File: src/hw/rtl/multicycle_mips_subset_core_defines.svh
// assertion macros shared by the multicycle core rtl
`ifndef MULTICYCLE_MIPS_SUBSET_CORE_DEFINES_SVH
`define MULTICYCLE_MIPS_SUBSET_CORE_DEFINES_SVH

// same-cycle implication, checked only out of reset
`define MMSC_ASSERT_NOW(label, clk, rstn, ante, cons, msg) \
    label: assert property (@(posedge clk) disable iff (!rstn) (ante) |-> (cons)) \
        else $error(msg);

// next-cycle implication, checked only out of reset
`define MMSC_ASSERT_NEXT(label, clk, rstn, ante, cons, msg) \
    label: assert property (@(posedge clk) disable iff (!rstn) (ante) |=> (cons)) \
        else $error(msg);

`endif

File: src/hw/rtl/mmsc_pkg.sv
// types, constants and state codes of the multicycle core
`default_nettype none

package mmsc_pkg;

    // main memory depth, a power of two
    localparam int MEM_DEPTH = 1024;
    localparam int MEM_AW    = $clog2(MEM_DEPTH);
    localparam int REG_COUNT = 32;
    localparam int RF_AW     = $clog2(REG_COUNT);
    localparam int LOAD_AW   = 10;
    localparam int WORD_W    = 32;

    typedef logic [WORD_W-1:0]  word_t;
    typedef logic [MEM_AW-1:0]  mem_addr_t;
    typedef logic [RF_AW-1:0]   rf_addr_t;
    typedef logic [3:0]         state_t;
    typedef logic [5:0]         opcode_t;
    typedef logic [3:0]         funct_t;

    // textbook control state numbering
    localparam state_t S_FETCH    = 4'd0;
    localparam state_t S_DECODE   = 4'd1;
    localparam state_t S_ADDR     = 4'd2;
    localparam state_t S_MEM_RD   = 4'd3;
    localparam state_t S_LOAD_WB  = 4'd4;
    localparam state_t S_MEM_WR   = 4'd5;
    localparam state_t S_RTYPE_EX = 4'd6;
    localparam state_t S_RTYPE_WB = 4'd7;
    localparam state_t S_BRANCH   = 4'd8;
    localparam state_t S_JUMP     = 4'd9;

    localparam opcode_t OP_RTYPE = 6'h00;
    localparam opcode_t OP_JUMP  = 6'h02;
    localparam opcode_t OP_BEQ   = 6'h04;
    localparam opcode_t OP_LW    = 6'h23;
    localparam opcode_t OP_SW    = 6'h2b;

    localparam funct_t FN_ADD = 4'h0;
    localparam funct_t FN_SUB = 4'h2;
    localparam funct_t FN_AND = 4'h4;
    localparam funct_t FN_OR  = 4'h5;
    localparam funct_t FN_SLT = 4'hA;

    // operation selector of an input transaction
    localparam logic OPN_STEP = 1'b0;
    localparam logic OPN_LOAD = 1'b1;

    typedef struct packed {
        logic               operation;
        logic [LOAD_AW-1:0] load_address;
        word_t              load_data;
    } item_t;

    typedef struct packed {
        word_t  pc_value;
        state_t fsm_state;
        logic   halted;
        logic   bad_opcode;
    } result_t;

    typedef struct packed {
        logic      en;
        mem_addr_t addr;
        word_t     data;
    } mem_wr_t;

    typedef struct packed {
        logic     en;
        rf_addr_t addr;
        word_t    data;
    } rf_wr_t;

endpackage

`default_nettype wire

File: src/hw/rtl/mmsc_regfile.sv
// register file: two registered read ports, one write port, cleared by valid bits
`default_nettype none

module mmsc_regfile (
    input  wire logic               aclk,
    input  wire logic               aresetn,
    input  wire mmsc_pkg::rf_wr_t   wr,
    input  wire mmsc_pkg::rf_addr_t raddr_a,
    input  wire mmsc_pkg::rf_addr_t raddr_b,
    output mmsc_pkg::word_t         rdata_a,
    output mmsc_pkg::word_t         rdata_b
);

    mmsc_pkg::word_t                  rf_mem [mmsc_pkg::REG_COUNT];
    logic [mmsc_pkg::REG_COUNT-1:0]   valid_reg;
    mmsc_pkg::word_t                  raw_a_reg;
    mmsc_pkg::word_t                  raw_b_reg;
    mmsc_pkg::word_t                  fwd_data_reg;
    logic                             fwd_a_reg;
    logic                             fwd_b_reg;
    logic                             zero_a_reg;
    logic                             zero_b_reg;

    always_ff @(posedge aclk) begin
        if (wr.en) begin
            rf_mem[wr.addr] <= wr.data;
        end
        raw_a_reg    <= rf_mem[raddr_a];
        raw_b_reg    <= rf_mem[raddr_b];
        fwd_data_reg <= wr.data;
    end

    always_ff @(posedge aclk) begin
        if (!aresetn) begin
            valid_reg  <= '0;
            fwd_a_reg  <= 1'b0;
            fwd_b_reg  <= 1'b0;
            zero_a_reg <= 1'b1;
            zero_b_reg <= 1'b1;
        end else begin
            if (wr.en) begin
                valid_reg[wr.addr] <= 1'b1;
            end
            fwd_a_reg  <= wr.en && (wr.addr == raddr_a);
            fwd_b_reg  <= wr.en && (wr.addr == raddr_b);
            zero_a_reg <= !valid_reg[raddr_a];
            zero_b_reg <= !valid_reg[raddr_b];
        end
    end

    // never-written registers read as zero
    assign rdata_a = fwd_a_reg ? fwd_data_reg : (zero_a_reg ? '0 : raw_a_reg);
    assign rdata_b = fwd_b_reg ? fwd_data_reg : (zero_b_reg ? '0 : raw_b_reg);

endmodule

`default_nettype wire

File: config.mk
export PLATFORM = sky130hd
export DESIGN_NAME = mmsc_regfile
export DESIGN_NICKNAME = d
export VERILOG_FILES = /design/src/hw/rtl/multicycle_mips_subset_core_defines.svh /design/src/hw/rtl/mmsc_pkg.sv /design/src/hw/rtl/mmsc_regfile.sv
export SDC_FILE = /design/constraint.sdc
export NUM_CORES = 1
export LEC_CHECK = 0
export BUFFER_PORTS_ARGS = -buffer_cell sky130_fd_sc_hd__buf_2
export CAP_MARGIN = 25
export CORE_UTILIZATION = 25
export DETAILED_ROUTE_END_ITERATION = 16
export GPL_ROUTABILITY_DRIVEN = 0
export SLEW_MARGIN = 20
export SYNTH_ARGS = -nofsm -noshare
export SYNTH_HDL_FRONTEND = slang
export SYNTH_SLANG_ARGS = --single-unit
File: constraint.sdc
create_clock -name aclk -period 3.7 [get_ports aclk]
set_clock_uncertainty 0.05 [all_clocks]
set_input_delay 0.185 -clock aclk [delete_from_list [all_inputs] [get_ports aclk]]
set_output_delay 0.185 -clock aclk [all_outputs]
set_load 0.1 [all_outputs]
======== Word level (Yosys, flattened, before mapping) ========
Memories as Yosys holds them, arrays and structs flattened. A register that Yosys moved wholly into a read port is not among the register bits.
Index checks and enable logic that the tools add are counted.
W data, S select, Z words.
cells by class
  order comparisons ....................... 4
  eq/ne operators ......................... 2
  multiplexer cells ....................... 12
  bitwise logic cells ..................... 1
  reductions and logical operators ........ 5
operators by type and width
  kind                  count
  $mux W32              4
  $or A32 B32 Y32       1
  $lt A5 B6 Y1 const B  3
  $bmux W1 S5           2
  $eq A5 B5 Y1          2
  $demux W1 S5          1
  $ge A5 B1 Y1 const B  1
  $mux W1               5
  $logic_and A1 B1 Y1   3
  $logic_not A1 Y1      2
word-level totals
  register bits ........................... 68
  RAM bits ................................ 1024
  input port bits ......................... 50
  output and inout port bits .............. 64
  memories ................................ 1
memories
  name    depth  bits a word  read ports  clocked after memory_dff  wr ports  RTL line            RTL
  rf_mem  32     32           2           2                         1         mmsc_regfile.sv:14  mmsc_pkg::word_t rf_mem [mmsc_pkg::REG_COUNT];

======== Longest topological paths before layout ========
  word-level depth ........................ 5
  mapped depth ............................ 7

======== Least setup slack after synthesis ========
OpenSTA, ideal clock, no wires.
  path type ............................... register to output
  from .................................... register fwd_b_reg
  to ...................................... output port rdata_b[30]
  arrival ................................. 2.762 ns
  data required time ...................... 3.465 ns
  setup slack ............................. 0.703 ns
  stages on the path, launching flop included .. 4
  buffers on the path ..................... 2
  cell sequence ........................... dfxtp_1 clkbuf_1 clkbuf_1 o21ai_0
on the way
  longest elaborated chain between the ends .. 1
ends and longest elaborated chain
  item                    RTL line            RTL
  start, declared         mmsc_regfile.sv:20  logic fwd_b_reg;
  start signal, assigned  mmsc_regfile.sv:45  fwd_b_reg <= wr.en && (wr.addr == raddr_b);
  $mux W32                mmsc_regfile.sv:53  assign rdata_b = fwd_b_reg ? fwd_data_reg : (zero_b_reg ? '0 : raw_b_reg);
  end, declared           mmsc_regfile.sv:11  output mmsc_pkg::word_t rdata_b
Every way passes these cells.

======== Final worst setup path ========
  from .................................... register zero_b_reg
  to ...................................... output port rdata_b[1]
on the way
  longest elaborated chain between the ends .. 2
ends and longest elaborated chain
  item                    RTL line            RTL
  start, declared         mmsc_regfile.sv:22  logic zero_b_reg;
  start signal, assigned  mmsc_regfile.sv:47  zero_b_reg <= !valid_reg[raddr_b];
  $mux W32 (2 in a row)   mmsc_regfile.sv:53
Every way passes these cells.

==> impl_metrics.ini <==
[outcome]
status = completed

[layout]
utilization_pct = 29.5
finalNetCount = 3090
regMostFlops = rf_mem
largest_reg_flops = 1024
layout_commonest_cell = edfxtp_1
multi_input_area_sq_mm = 0.0179
regArea_sq_mm = 0.0334
layout_common_cells = edfxtp_1 (1024), mux4_2 (400), mux2_1 (192), dfxtp_1 (130), clkbuf_16 (124)
fill_cells = 20400
synthToLayoutAreaGrowth_pct = 17.0
drive_gt1_share_pct = 29.8
stdcell_area_sq_mm = 0.0611

[drt]
totalWireLength_microns = 161000
wl_per_cell_microns = 27.2
via_per_inst = 5.08
post-route-drc-count = 0
vias = 30100
drt_iter0_drc = 3396
drt-pass1-iter-count = 5
ant_nets = 0

[hold_path]
hold_start = raddr_b[4]
hp-class = primary input to register

[sta]
finalSetupTns_ns = 0
max_freq_mhz = 319
rsz0062_at_grt = no
drv_slew = 0
tightestPinTransition_ns = 0.993
min_period_ns = 3.14
setup_viol = 0
relSlewSlack_pct = 33.8
finalHoldViolations = 0
fin_crit_sh_pct = 84.8

[yosys]
synth_cell_types = 34
synthesis.nets = 2938
syn_area_sq_mm = 0.0522
syn_inst = 2888
synth-seq-area-share_pct = 63.9
synth.top_cells.by_area = edfxtp_1 (59%), mux4_2 (17%), dfxtp_1 (5.1%), mux2_1 (4.1%), mux2_2 (1.5%)
synth_top_area_cell = edfxtp_1
yosysWarnings = 0
avgSynthCellArea_sq_um = 18.1
synth_top_area_share_pct = 58.9
synth_seq_cells = 1156

[cts]
cts_root_buf = clkbuf_16
cts_buffers = 120
cts_resized = 0
clk_latency_ns = 0.73
cts.sinks = 1156
ctsHtreeMaxLevel = 3
cts_tree = done
clock_path_buffers = 3
clk_pin_slew_ns = 0.06
postCtsHoldBufs = 39
post_cts_buffers = 0

[floorplanning]
dieHeight_microns = 459
die_area_sq_mm = 0.211
io_pins = 114
core.rowCount = 167
core_sq_mm = 0.207
die_w_microns = 459
start_util_pct = 25.2

[run]
drv_cap = 0

[worst_setup_path]
required_ns = 3.46
worstPathMaxFanout = 13
slowest_delay_ns = 0.64
critPathKind = register to output port
cp-startpoint = zero_b_reg$_SDFF_PN1_
path_cells = nor2_4, buf_4, a22o_1, buf_2
arrival_ns = 2.90
r2r_start = rf_mem[8][25]$_DFFE_PP_
critPathCaptureType = output port
crit_slowest_cell = nor2_4
crit_path_start_kind = register

[grt]
grt_pass1_wl_microns = 229000
busiest_layer = met2
grt_usage_pct = 15.0
grt_max_degree = 68
met3_usage_pct = 3.53
met1_usage_pct = 19.5
overflow = 0
met2_usage_pct = 25.2
grt_pass1_vias = 31000
antenna_found_initial = 16

[place]
dp_hpwl_microns = 101000
io_buffers = 113
dpl_cell_area_sq_mm = 0.0568

[power]
power.leakage_uw = 0.0193
power_density_mw_per_mm2 = 480
ir_drop_mv = 0.412
==> cells in the mapped netlist, drive strengths merged <==
library cell  instances
a221oi               64
a2bb2oi              64
or3                   1
a2111oi               2
nand3b                5
nand2b                8
o31ai                64
a211o                 2
nand4                 2
a22o                 62
mux4                400
o22ai                64
mux2                260
or3b                  3
nor2                101
edfxtp             1024
o21ai                68
a211oi               64
xnor2                 8
or2                   2
buf                 130
nor3                  2
dfxtp               132
nand2                70
nand3                 2
clkbuf              114
nor2b                68
xor2                  2
o21a                 32
mux2i                68
==> critical path, delay by kind of cell (launching register included) <==
kind	cells	cell delay (ns)
flip-flops	1	0.36
AO/OA/AOI/OAI	1	0.28
AND/OR/NAND/NOR	1	0.64
buffers and inverters	2	0.84
==> through the flow <==
stage	total power (uW)	instances	worst slack (ns)	hold slack, ns
after floorplan	16500	2888	0.703	0.163
after global placement	17400	5667	1.04	0.410
after detailed placement	17400	5667	1.04	0.420
after CTS	29500	5933	0.503	0.00178
after global routing	30100	5937	0.478	0.0262
final	29300	5940	0.562	0.0677
==> layout make-up <==
cell class | count | share of cell area (%)
Sequential cell | 1156 | 54.6
Antenna cell | 7 | 0.0287
Timing Repair Buffer | 274 | 3.93
Tap cell | 2788 | 5.71
Multi-Input combinational cell | 1488 | 29.2
Clock inverter | 62 | 0.915
Clock buffer | 165 | 5.53
==> kinds of logic after synthesis <==
group           share of synthesized area [%]
compound gates                           6.97
xor+xnor                                0.168
buf+inv                                  2.39
simple gates                             2.36
mux                                      24.2
flops                                    63.9
==> per-layer routing <==
layer	wire length, microns	up-vias
met5	53	-
met4	3710	8
met3	13800	218
met2	78800	1316
met1	65000	16100
li1	-	12500
==> final timing paths <==
kind / slack [ns] / cells after the start / to
max reg2reg: 1.67 / 3 / raw_b_reg[25]$_DFF_P_
min reg2reg: 0.43 / 1 / valid_reg[5]$_SDFFE_PN0P_
max: 0.56 / 4 / rdata_b[1]
min: 0.07 / 3 / raw_b_reg[30]$_DFF_P_
==> report_power, final <==
| group | switching, uW | internal (uW) |
|---|---|---|
| logic | 1670 | 964 |
| registers | 130 | 14400 |
| clock network | 5120 | 6990 |
No activity file was read; power rests on OpenSTA's default activity.
