**config.mk**
```make
export PLATFORM = sky130hd
export DESIGN_NAME = mmsc_exec
export DESIGN_NICKNAME = d
export VERILOG_FILES = /design/src/hw/rtl/multicycle_mips_subset_core_defines.svh /design/src/hw/rtl/mmsc_pkg.sv /design/src/hw/rtl/mmsc_exec.sv
export SDC_FILE = /design/constraint.sdc
export NUM_CORES = 1
export LEC_CHECK = 0
export ABC_CLOCK_PERIOD_IN_PS = 10820
export BUFFER_PORTS_ARGS = -buffer_cell sky130_fd_sc_hd__buf_2
export CAP_MARGIN = 20
export CORE_ASPECT_RATIO = 0.8
export CORE_MARGIN = 2
export CORE_UTILIZATION = 45
export DETAILED_ROUTE_END_ITERATION = 16
export PLACE_DENSITY_LB_ADDON = 0.15
export SETUP_SLACK_MARGIN = 0.05
export SYNTH_ARGS = -nofsm -noshare
export SYNTH_HDL_FRONTEND = slang
export SYNTH_SLANG_ARGS = --single-unit
```
**constraint.sdc**
```tcl
create_clock -name aclk -period 10.82 [get_ports aclk]
set_input_delay 0.541 -clock aclk [delete_from_list [all_inputs] [get_ports aclk]]
set_output_delay 0.541 -clock aclk [all_outputs]
set_load 0.05 [all_outputs]
```
**src/hw/rtl/multicycle_mips_subset_core_defines.svh**
```systemverilog
// assertion macros shared by the multicycle core rtl
`ifndef MULTICYCLE_MIPS_SUBSET_CORE_DEFINES_SVH
`define MULTICYCLE_MIPS_SUBSET_CORE_DEFINES_SVH

// same-cycle implication, checked only out of reset
`define MMSC_ASSERT_NOW(label, clk, rstn, ante, cons, msg) \
    label: assert property (@(posedge clk) disable iff (!rstn) (ante) |-> (cons)) \
        else $error(msg);

// next-cycle implication, checked only out of reset
`define MMSC_ASSERT_NEXT(label, clk, rstn, ante, cons, msg) \
    label: assert property (@(posedge clk) disable iff (!rstn) (ante) |=> (cons)) \
        else $error(msg);

`endif

```
**src/hw/rtl/mmsc_pkg.sv**
```systemverilog
// types, constants and state codes of the multicycle core
`default_nettype none

package mmsc_pkg;

    // main memory depth, a power of two
    localparam int MEM_DEPTH = 1024;
    localparam int MEM_AW    = $clog2(MEM_DEPTH);
    localparam int REG_COUNT = 32;
    localparam int RF_AW     = $clog2(REG_COUNT);
    localparam int LOAD_AW   = 10;
    localparam int WORD_W    = 32;

    typedef logic [WORD_W-1:0]  word_t;
    typedef logic [MEM_AW-1:0]  mem_addr_t;
    typedef logic [RF_AW-1:0]   rf_addr_t;
    typedef logic [3:0]         state_t;
    typedef logic [5:0]         opcode_t;
    typedef logic [3:0]         funct_t;

    // textbook control state numbering
    localparam state_t S_FETCH    = 4'd0;
    localparam state_t S_DECODE   = 4'd1;
    localparam state_t S_ADDR     = 4'd2;
    localparam state_t S_MEM_RD   = 4'd3;
    localparam state_t S_LOAD_WB  = 4'd4;
    localparam state_t S_MEM_WR   = 4'd5;
    localparam state_t S_RTYPE_EX = 4'd6;
    localparam state_t S_RTYPE_WB = 4'd7;
    localparam state_t S_BRANCH   = 4'd8;
    localparam state_t S_JUMP     = 4'd9;

    localparam opcode_t OP_RTYPE = 6'h00;
    localparam opcode_t OP_JUMP  = 6'h02;
    localparam opcode_t OP_BEQ   = 6'h04;
    localparam opcode_t OP_LW    = 6'h23;
    localparam opcode_t OP_SW    = 6'h2b;

    localparam funct_t FN_ADD = 4'h0;
    localparam funct_t FN_SUB = 4'h2;
    localparam funct_t FN_AND = 4'h4;
    localparam funct_t FN_OR  = 4'h5;
    localparam funct_t FN_SLT = 4'hA;

    // operation selector of an input transaction
    localparam logic OPN_STEP = 1'b0;
    localparam logic OPN_LOAD = 1'b1;

    typedef struct packed {
        logic               operation;
        logic [LOAD_AW-1:0] load_address;
        word_t              load_data;
    } item_t;

    typedef struct packed {
        word_t  pc_value;
        state_t fsm_state;
        logic   halted;
        logic   bad_opcode;
    } result_t;

    typedef struct packed {
        logic      en;
        mem_addr_t addr;
        word_t     data;
    } mem_wr_t;

    typedef struct packed {
        logic     en;
        rf_addr_t addr;
        word_t    data;
    } rf_wr_t;

endpackage

`default_nettype wire

```
**src/hw/rtl/mmsc_exec.sv**
```systemverilog
// architectural registers and one machine cycle of the control state machine
`default_nettype none

module mmsc_exec (
    input  wire logic                aclk,
    input  wire logic                aresetn,
    input  wire logic                go,
    input  wire mmsc_pkg::item_t     item,
    input  wire mmsc_pkg::word_t     mem_rdata,
    input  wire mmsc_pkg::word_t     rf_rdata_a,
    input  wire mmsc_pkg::word_t     rf_rdata_b,
    output mmsc_pkg::mem_wr_t        mem_wr,
    output mmsc_pkg::mem_addr_t      mem_raddr,
    output mmsc_pkg::rf_wr_t         rf_wr,
    output mmsc_pkg::rf_addr_t       rf_raddr_a,
    output mmsc_pkg::rf_addr_t       rf_raddr_b,
    output mmsc_pkg::result_t        result_next
);

    mmsc_pkg::word_t  pc_reg, pc_next;
    mmsc_pkg::word_t  ir_reg, ir_next;
    mmsc_pkg::word_t  mdr_reg, mdr_next;
    mmsc_pkg::word_t  a_reg, a_next;
    mmsc_pkg::word_t  b_reg, b_next;
    mmsc_pkg::word_t  alu_reg, alu_next;
    mmsc_pkg::state_t state_reg, state_next;
    logic             halted_reg, halted_next;
    logic             bad_reg, bad_next;

    mmsc_pkg::opcode_t opcode;
    mmsc_pkg::funct_t  fn;
    mmsc_pkg::word_t   imm_ext;
    mmsc_pkg::word_t   rtype_res;

    assign opcode  = ir_reg[31:26];
    assign fn      = ir_reg[3:0];
    assign imm_ext = {{16{ir_reg[15]}}, ir_reg[15:0]};

    always_comb begin
        case (fn)
            mmsc_pkg::FN_ADD: rtype_res = a_reg + b_reg;
            mmsc_pkg::FN_SUB: rtype_res = a_reg - b_reg;
            mmsc_pkg::FN_AND: rtype_res = a_reg & b_reg;
            mmsc_pkg::FN_OR:  rtype_res = a_reg | b_reg;
            default:          rtype_res = {31'd0, $signed(a_reg) < $signed(b_reg)};
        endcase
    end

    always_comb begin
        pc_next     = pc_reg;
        ir_next     = ir_reg;
        mdr_next    = mdr_reg;
        a_next      = a_reg;
        b_next      = b_reg;
        alu_next    = alu_reg;
        state_next  = state_reg;
        halted_next = halted_reg;
        bad_next    = bad_reg;
        mem_wr      = '{en: 1'b0,
                        addr: mmsc_pkg::mem_addr_t'(item.load_address),
                        data: item.load_data};
        rf_wr       = '{en: 1'b0, addr: ir_reg[20:16], data: mdr_reg};

        if (go && item.operation == mmsc_pkg::OPN_LOAD) begin
            mem_wr.en = 1'b1;
        end else if (go && !halted_reg && !bad_reg) begin
            case (state_reg)
                mmsc_pkg::S_FETCH: begin
                    ir_next  = mem_rdata;
                    mdr_next = mem_rdata;
                    pc_next  = pc_reg + 32'd1;
                    if (mem_rdata == '0) begin
                        halted_next = 1'b1;
                    end else begin
                        state_next = mmsc_pkg::S_DECODE;
                    end
                end
                mmsc_pkg::S_DECODE: begin
                    a_next   = rf_rdata_a;
                    b_next   = rf_rdata_b;
                    alu_next = pc_reg + imm_ext;
                    if (opcode == mmsc_pkg::OP_RTYPE && (fn inside {mmsc_pkg::FN_ADD,
                            mmsc_pkg::FN_SUB, mmsc_pkg::FN_AND, mmsc_pkg::FN_OR,
                            mmsc_pkg::FN_SLT})) begin
                        state_next = mmsc_pkg::S_RTYPE_EX;
                    end else if (opcode == mmsc_pkg::OP_JUMP) begin
                        state_next = mmsc_pkg::S_JUMP;
                    end else if (opcode == mmsc_pkg::OP_BEQ) begin
                        state_next = mmsc_pkg::S_BRANCH;
                    end else if (opcode inside {mmsc_pkg::OP_LW, mmsc_pkg::OP_SW}) begin
                        state_next = mmsc_pkg::S_ADDR;
                    end else begin
                        bad_next = 1'b1;
                    end
                end
                mmsc_pkg::S_ADDR: begin
                    alu_next   = a_reg + imm_ext;
                    state_next = (opcode == mmsc_pkg::OP_LW) ? mmsc_pkg::S_MEM_RD
                                                             : mmsc_pkg::S_MEM_WR;
                end
                mmsc_pkg::S_MEM_RD: begin
                    mdr_next   = mem_rdata;
                    state_next = mmsc_pkg::S_LOAD_WB;
                end
                mmsc_pkg::S_LOAD_WB: begin
                    rf_wr.en   = 1'b1;
                    state_next = mmsc_pkg::S_FETCH;
                end
                mmsc_pkg::S_MEM_WR: begin
                    mem_wr     = '{en: 1'b1,
                                   addr: mmsc_pkg::mem_addr_t'(alu_reg),
                                   data: b_reg};
                    state_next = mmsc_pkg::S_FETCH;
                end
                mmsc_pkg::S_RTYPE_EX: begin
                    alu_next   = rtype_res;
                    state_next = mmsc_pkg::S_RTYPE_WB;
                end
                mmsc_pkg::S_RTYPE_WB: begin
                    rf_wr      = '{en: 1'b1, addr: ir_reg[15:11], data: alu_reg};
                    state_next = mmsc_pkg::S_FETCH;
                end
                mmsc_pkg::S_BRANCH: begin
                    if (a_reg == b_reg) begin
                        pc_next = alu_reg;
                    end
                    state_next = mmsc_pkg::S_FETCH;
                end
                mmsc_pkg::S_JUMP: begin
                    pc_next    = {pc_reg[31:28], ir_reg[27:26] & 2'b00, ir_reg[25:0]};
                    state_next = mmsc_pkg::S_FETCH;
                end
                default: begin
                    state_next = mmsc_pkg::S_FETCH;
                end
            endcase
        end
    end

    // reads are issued for the state being entered, so the data is ready next cycle
    assign mem_raddr  = (state_next == mmsc_pkg::S_MEM_RD) ? mmsc_pkg::mem_addr_t'(alu_next)
                                                           : mmsc_pkg::mem_addr_t'(pc_next);
    assign rf_raddr_a = ir_next[25:21];
    assign rf_raddr_b = ir_next[20:16];

    assign result_next = '{pc_value: pc_next, fsm_state: state_next,
                           halted: halted_next, bad_opcode: bad_next};

    always_ff @(posedge aclk) begin
        if (!aresetn) begin
            pc_reg     <= '0;
            ir_reg     <= '0;
            mdr_reg    <= '0;
            a_reg      <= '0;
            b_reg      <= '0;
            alu_reg    <= '0;
            state_reg  <= mmsc_pkg::S_FETCH;
            halted_reg <= 1'b0;
            bad_reg    <= 1'b0;
        end else begin
            pc_reg     <= pc_next;
            ir_reg     <= ir_next;
            mdr_reg    <= mdr_next;
            a_reg      <= a_next;
            b_reg      <= b_next;
            alu_reg    <= alu_next;
            state_reg  <= state_next;
            halted_reg <= halted_next;
            bad_reg    <= bad_next;
        end
    end

endmodule

`default_nettype wire
```
# == Word-level counts from Yosys, hierarchy flattened ==
# Cells that the tools add are included.
# classes
mux,40
n_bitwise,3
addsub,5
n_eq_ne,19
order_cmp,1
reduce_logical,19
# op_table
op,count
case mux 32 bit (3 select lines),2
case mux 32 bit (4 select lines),1
adder 32 bit,3
two-way mux 32 bit,3
two-way mux 43 bit,2
two-way mux 26 bit,3
two-way mux 38 bit,2
two-way mux 42 bit,1
two-way mux 37 bit,1
"adder 32 x 1 -> 32 bit, second input constant",1
bitwise AND 32 bit,1
equality test 32 bit,1
logical NOT 32 bit,1
< comparator 32 bit,1
OR 32 bit,1
subtractor 32 bit,1
two-way mux 10 bit,3
two-way mux 4 bit,7
"equality test 4 x 3 -> 1 bit, second input constant",6
case mux 4 bit (5 select lines),1
"equality test 4 x 2 -> 1 bit, second input constant",4
two-way mux 1 bit,13
"equality test 4 bit, second input constant",3
"equality test 6 bit, second input constant",2
14 further kinds,23
# word_totals
out_inout_bits,139
wordCells,98
regBits,198
inputBits,142

# == Longest topological paths before layout ==
# Gate-level depths: netlist of the first run.
# depth
depth_word,11
depth_mapped,15
mapped_depth_nobuf,14

# == Worst setup path before layout of the first run ==
# OpenSTA, ideal clock, no wires.
# synth_timing
kind,register -> output
from,register a_reg[26]
to,output mem_raddr[0]
path_stages_with_launch,13
slack_ps,5391
t_arrival_ps,4888
required_ps,10279
n_path_buf,1
path_cell_list,dfxtp_1 > inv_1 > ha_1 > or3_1 > or4_1 > or3_1 > or3_1 > buf_2 > nor2_2 > a221oi_1 > o21ai_0 > inv_1 > mux2i_1
# synth_rtl
element,line,rtl
"start, declared",mmsc_exec.sv:23,"mmsc_pkg::word_t a_reg, a_next;"
"start signal, assigned",mmsc_exec.sv:164,a_reg <= a_next;
"end, declared",mmsc_exec.sv:13,"output mmsc_pkg::mem_addr_t mem_raddr,"

# == Final worst setup path of the first run ==
# layout_timing
from,register a_reg[26]
to,output mem_raddr[1]
# layout_via
elab_chain_len,6
# layout_rtl
element,line,rtl
equality test 32 bit,mmsc_exec.sv:124,if (a_reg == b_reg) begin
two-way mux 32 bit,mmsc_exec.sv:124,
case mux 32 bit (3 select lines),mmsc_exec.sv:67,case (state_reg)
two-way mux 32 bit,mmsc_exec.sv:66,end else if (go && !halted_reg && !bad_reg) begin
two-way mux 32 bit,mmsc_exec.sv:64,if (go && item.operation == mmsc_pkg::OPN_LOAD) begin
two-way mux 10 bit,mmsc_exec.sv:141,assign mem_raddr = (state_next == mmsc_pkg::S_MEM_RD) ? mmsc_pkg::mem_addr_t'(alu_next)
# No other way between the ends.

==> results.json, run 1 <==
{
  "outcome": "complete, no violations",
  "pin_count": 281,
  "cp.required_ns": 10.28,
  "fin_tns_setup_ns": 0,
  "clkTransAtPathRegs_ns": 0.08,
  "synth_common_cells": "416 x nand2_1, 260 x a21oi_1, 198 x dfxtp_1",
  "synth_area_leaders": "dfxtp_1 24%, ha_1 11%, nand2_1 9.3%",
  "routabilityCongestion": 0.992,
  "clock-skew-final_ns": 0.0103,
  "core_sq_um": 36900,
  "route.detailed.drc": 0,
  "critPathLaunchType": "flop",
  "place_inst": 2976,
  "post-cts-setup-buffer-count": 0,
  "overflow": 0,
  "final_layout_size_suffix_gt1_share_pct": 17.8,
  "maxCapViolCount": 0,
  "fin_crit_ns": 5.48,
  "antenna_found_initial": 0,
  "hold_viol_final": 0,
  "start_util_pct": 45.4,
  "worst_hold_slack_ns": 0.300,
  "cts-resized-gates": 0,
  "portBuffers": 280,
  "dpl_cell_area_sq_um": 18500,
  "report.final.slew_viol_count": 0,
  "antenna_cells": 0,
  "postRouteAntennaNets": 0,
  "hold_buffers": 0,
  "cts_sinks": 198,
  "crit_buf_inv": 4,
  "cts_tree": "built",
  "arrival_ns": 4.93,
  "grt_pass1_wl_microns": 98700,
  "yosysMostFrequentCell": "nand2_1",
  "avgViaCountPerCell": 6.01,
  "cp_top_family": "simple AND/OR/NAND/NOR gates",
  "dp_hpwl_microns": 49700,
  "reg2reg_setup_slack_ns": 6.05,
  "fillers": 3730,
  "synthesis.nets": 2614,
  "grt_max_degree": 80,
  "seqCellArea_sq_um": 3970,
  "synth_largest_area_cell": "dfxtp_1",
  "h-tree-depth": 4,
  "syn2layout_area_growth_pct": 14.0,
  "clk_path_buf_depth": 2,
  "fin_nets": 2796,
  "insertion_delay_ns": 0.47,
  "cts_root_buf": "clkbuf_16",
  "finalSetupViolations": 0,
  "power_mw": 2.02,
  "ys_types": 79,
  "die_x_microns": 220,
  "hold_path.class": "primary input to flop",
  "slowest_stage": "ha_1",
  "design_area_sq_um": 19100,
  "dr.pass1.iters": 8,
  "fin_crit_sh_pct": 50.6,
  "timing.fmax_ghz": 0.183,
  "peakVddDrop_mv": 0.118,
  "post_drt_wl_per_cell_microns": 21.6,
  "worstMarginPinSlew_ns": 0.955,
  "crit_top_cell": "or3_1",
  "netlist_area_sq_um": 16700,
  "syn_area_per_cell_sq_um": 7.19,
  "ys_seq_area_share_pct": 23.7,
  "die_area_sq_um": 38800,
  "crit_chain": "inv_1, ha_1, or3_1, or4_1, or3_1, or3_1, buf_4, nor2_2, buf_4, a222oi_1, o21ai_0, mux2_2, buf_2",
  "rows": 63,
  "ys_ff_latch": 198,
  "grt_pass1_vias": 16697,
  "die_y_microns": 176,
  "synth_top_area_share_pct": 23.7,
  "final_cells": 3009,
  "rsz0062_at_grt": "no",
  "endpoint_kind": "output pin",
  "vias": 18071,
  "multi_input_area_sq_um": 11800,
  "worstSetupPathType": "flop to output pin",
  "p_leak_nw": 8.27,
  "critPathMaxFanout": 23,
  "synth-main-ff-cell": "dfxtp_1",
  "drt_iter0_drc": 1842,
  "synth_warnings": 0,
  "max_slew_margin_pct": 35.8,
  "grt_use_total_pct": 33.1,
  "synth_edf_count": 0,
  "async_reset_ff_share_pct": 0,
  "slowest_delay_ns": 0.49,
  "postRouteWirelength_microns": 64900,
  "cts_made_buffers": 17,
  "synthCells": 2327,
  "p_per_area_nw_per_um2": 106
}
## layer usage
| metal | routed length [microns] | track usage [%] | share of wire, % | vias to the layer above |
|---|---|---|---|---|
| met5 | 0 | 0 | 0 | - |
| met4 | 1480 | 8.56 | 2.3 | 0 |
| met3 | 4230 | 5.22 | 6.5 | 77 |
| met2 | 29300 | 52.7 | 45 | 722 |
| met1 | 29900 | 46.4 | 46 | 8623 |
| li1 | - | - | - | 8649 |
## worst register-to-register path: stages (launching register included)
cell	delay [ns]
dfxtp_1	0.55
nand2b_1	0.17
nor3_2	0.14
buf_4	0.46
mux2_2	0.41
ha_1	0.35
a211oi_1	0.23
nor2_1	0.11
o41ai_1	0.60
a211oi_1	0.18
nor3_1	0.47
a211oi_1	0.27
or4_1	0.56
o211ai_1	0.11
a31o_2	0.12
## logic make-up after synthesis
kind of cell,Yosys count,share of synthesized area (%)
buffers and inverters,260,5.91
AOI/OAI and AO/OA,719,26.9
xor gates and xnor gates,52,2.72
DFF,198,23.7
muxes,103,6.77
and+or+nand+nor,850,23.0
adders and majority gates,145,11.0
## path summary, 6_finish.rpt
path | startpoint | to | cells after the start
setup / recovery | a_reg[26] | mem_raddr[1] | 13
hold reg to reg | mdr_reg[0] | mdr_reg[0] | 2
setup reg to reg | state_reg[1] | alu_reg[25] | 14
hold / removal | rf_rdata_b[5] | b_reg[5] | 3
## area by class of cell
| type | count | area share (%) |
|---|---|---|
| repair buffers | 309 | 8.51 |
| well taps | 487 | 3.19 |
| clock buffers | 20 | 2.39 |
| clock inverters | 12 | 0.813 |
| multi-input cells | 1869 | 62.1 |
| flip-flops and latches | 198 | 20.8 |
| inverters | 114 | 2.25 |
## where the power goes
| part | leakage (nW) | switching [mW] | internal [mW] |
|---|---|---|---|
| Combinational | 6.36 | 0.370 | 0.164 |
| Clock | 0.302 | 0.333 | 0.362 |
| Sequential | 1.61 | 0.0344 | 0.753 |
## metrics by stage
step | setup slack [ns] | util, %
6_report | 5.34 | 51.7
5_1_grt | 5.05 | 51.7
4_1_cts | 5.41 | 51.7
3_5_place_dp | 5.95 | 50.0
3_3_place_gp | 5.98 | 50.0
2_1_floorplan | 5.39 | -
## layout by cell type, fill, tap and decap left out, types with 32 or more instances in the layout
cell type,n
nand2_1,415
mux2_2,81
inv_1,113
a221oi_1,32
ha_1,142
a21oi_1,260
dfxtp_1,197
nand3_1,41
and2_1,44
buf_2,280
o21ai_0,164
a21o_1,34
nor2_1,155
xnor2_1,32
(Power assumes the default switching activity.)
==> inputs of run 2 (changes only) <==
- ABC_AREA: not set -> 1
- ABC_CLOCK_PERIOD_IN_PS: 10820 -> 5750
- clock period: 10.82 -> 5.75 ns (I/O delays scaled with it)
==> run 2 against run 1 <==
Effect of this change: setup slack worse by 4.1 ns; clock-buffer cell count down 2; critical path type unchanged; synthesized area up 12%; clock skew down 0.00056 ns; largest power group is now combinational logic.
==> results.json, run 2 <==
{
  "grt_use_met2_pct": 55.3,
  "fin_crit_ns": 4.47,
  "post_drt_wl_per_cell_microns": 20.7,
  "ys_seq_area_share_pct": 21.2,
  "grt_pass1_wl_microns": 120000,
  "dp_hpwl_microns": 64900,
  "die_x_microns": 232,
  "synth_warnings": 0,
  "cts_sinks": 198,
  "endpoint_kind": "output pin",
  "pin_count": 281,
  "timing.fmax_ghz": 0.224,
  "cp_top_family": "simple AND/OR/NAND/NOR gates",
  "synth_largest_area_cell": "dfxtp_1",
  "grt_most_used_layer": "met2",
  "hold_viol_final": 0,
  "peakVddDrop_mv": 0.192,
  "cts_made_buffers": 17,
  "fin_tns_setup_ns": 0,
  "antenna_cells": 0,
  "grt_max_degree": 85,
  "max_slew_margin_pct": 32.3,
  "final_common_cell": "nand2_1",
  "drt_iter0_drc": 2726,
  "synthesis.nets": 3485,
  "fin_nets": 3662,
  "cp.required_ns": 5.46,
  "ys_ff_latch": 198,
  "netlist_area_sq_um": 18700,
  "slowest_stage": "nand2_2",
  "antenna_found_initial": 1,
  "synth_top_area_share_pct": 21.2,
  "final_layout_size_suffix_gt1_share_pct": 12.1,
  "cts_root_buf": "clkbuf_16",
  "async_reset_ff_share_pct": 0,
  "critPathMaxFanout": 27,
  "grt_use_met3_pct": 5.34,
  "slowest_delay_ns": 0.61,
  "vias": 22383,
  "finalSetupViolations": 0,
  "clk_path_buf_depth": 2,
  "start_util_pct": 45.8,
  "clock-skew-final_ns": 0.00976,
  "core_sq_um": 40800,
  "p_per_area_nw_per_um2": 217,
  "hold_buffers": 0,
  "synth_edf_count": 0,
  "synth-main-ff-cell": "dfxtp_1",
  "final_cell_mix": "738 x nand2_1, 480 x inv_1, 358 x o21ai_0",
  "die_area_sq_um": 43100,
  "syn2layout_area_growth_pct": 11.8,
  "post-cts-setup-buffer-count": 0,
  "maxCapViolCount": 0,
  "cts-resized-gates": 0,
  "rows": 66,
  "die_y_microns": 186,
  "route.detailed.drc": 0,
  "clkTransAtPathRegs_ns": 0.08,
  "worst_hold_slack_ns": 0.0625,
  "report.final.slew_viol_count": 0,
  "worstSetupPathType": "flop to output pin",
  "dr.pass1.iters": 5,
  "synthCells": 3198,
  "synth_area_leaders": "dfxtp_1 21%, nand2_1 15%, inv_1 9.7%",
  "grt_use_total_pct": 36.7,
  "avgViaCountPerCell": 5.69,
  "arrival_ns": 4.18,
  "synth_common_cells": "739 x nand2_1, 481 x inv_1, 358 x o21ai_0",
  "crit_buf_inv": 2,
  "outcome": "complete, no violations",
  "cts_tree": "built",
  "critPathLaunchType": "flop",
  "reg2reg_setup_slack_ns": 2.12,
  "insertion_delay_ns": 0.50,
  "hold_path.class": "primary input to flop",
  "worstMarginPinSlew_ns": 1.01,
  "fin_crit_sh_pct": 77.7,
  "crit_top_cell": "nand2_1",
  "overflow": 0,
  "portBuffers": 280,
  "syn_area_per_cell_sq_um": 5.84,
  "postRouteWirelength_microns": 81400,
  "met1_usage_pct": 53.4,
  "p_leak_nw": 10.5,
  "routabilityCongestion": 1.02,
  "postRouteAntennaNets": 0,
  "grt_pass1_vias": 19829,
  "yosysMostFrequentCell": "nand2_1",
  "crit_chain": "nor2_1, nand2_2, nand4_1, nand2_1, nand3_1, nand3_1, nand2_1, nand2_1, nand2_1, nor2_4, inv_2, o21ai_2, buf_2",
  "ys_types": 55,
  "h-tree-depth": 4,
  "rsz0062_at_grt": "no"
}
==> run 2: changes by cell type after synthesis, sizes merged, moves of 29 or more <==
cell and change:
nand3 +196, and2 -35, buf +55, xnor2 -29, mux2 -78, clkbuf -62, inv +383, o21ai +225
a221oi -31, nor2 +135, a21oi +74, nand2 +327
==> run 2: cell type report <==
cell class / instances / area (sq um)
multi-input combinational: 2363 / 12200
sequential: 198 / 3960
clock buffer: 18 / 439
inverter: 498 / 1870
timing repair buffer: 297 / 1530
fill: 4406 / 19900
clock inverter: 14 / 174
tap: 544 / 681
==> run 2: final timing paths <==
check                     start      endpoint  cells past startpoint
setup / recovery      ir_reg[1]  mem_raddr[6]                     13
hold / removal    mem_rdata[30]    ir_reg[30]                      3
setup reg to reg   state_reg[2]   alu_reg[20]                     20
hold reg to reg         bad_reg       bad_reg                      2
==> run 2: kinds of logic after synthesis <==
kind of cell / count (synthesis) / synth area share (%)
multiplexers: 3 / 0.181
XOR/XNOR: 7 / 0.328
buffers and inverters: 637 / 13.5
AO/OA/AOI/OAI: 804 / 22.8
AND/OR/NAND/NOR: 1404 / 32.1
adder cells (fa/ha/maj): 145 / 9.84
flip-flops: 198 / 21.2
==> run 2: worst reg2reg max path, delay by kind of cell (launching register included) <==
| kind | cells | cell delay, ns |
|---|---|---|
| compound gates | 2 | 0.69 |
| fa+ha+maj | 2 | 0.50 |
| buf+inv | 2 | 0.13 |
| flops | 1 | 0.37 |
| simple gates | 14 | 1.85 |
==> run 2: power breakdown <==
group          total, mW  internal [mW]  switching (mW)
combinational       1.69          0.436            1.25
clock               1.29          0.601           0.692
sequential          1.54           1.45          0.0915
==> run 2: metrics by stage <==
stage	utilization [%]	instances	setup slack, ns	power (mW)	cell area, sq um
after floorplan	-	3198	2.42	2.71	18700
after global placement	49.7	3900	2.00	3.20	20300
after CTS	51.2	3932	1.44	4.48	20900
final	51.2	3932	1.28	4.52	20900
after detailed placement	49.7	3900	1.98	3.21	20300
after global routing	51.2	3932	1.03	4.74	20900
==> run 2: per-layer routing <==
layer / wire length [microns] / vias up
li1: - / 10750
met5: 0 / -
met3: 8040 / 111
met1: 37200 / 10263
met2: 33800 / 1259
met4: 2310 / 0
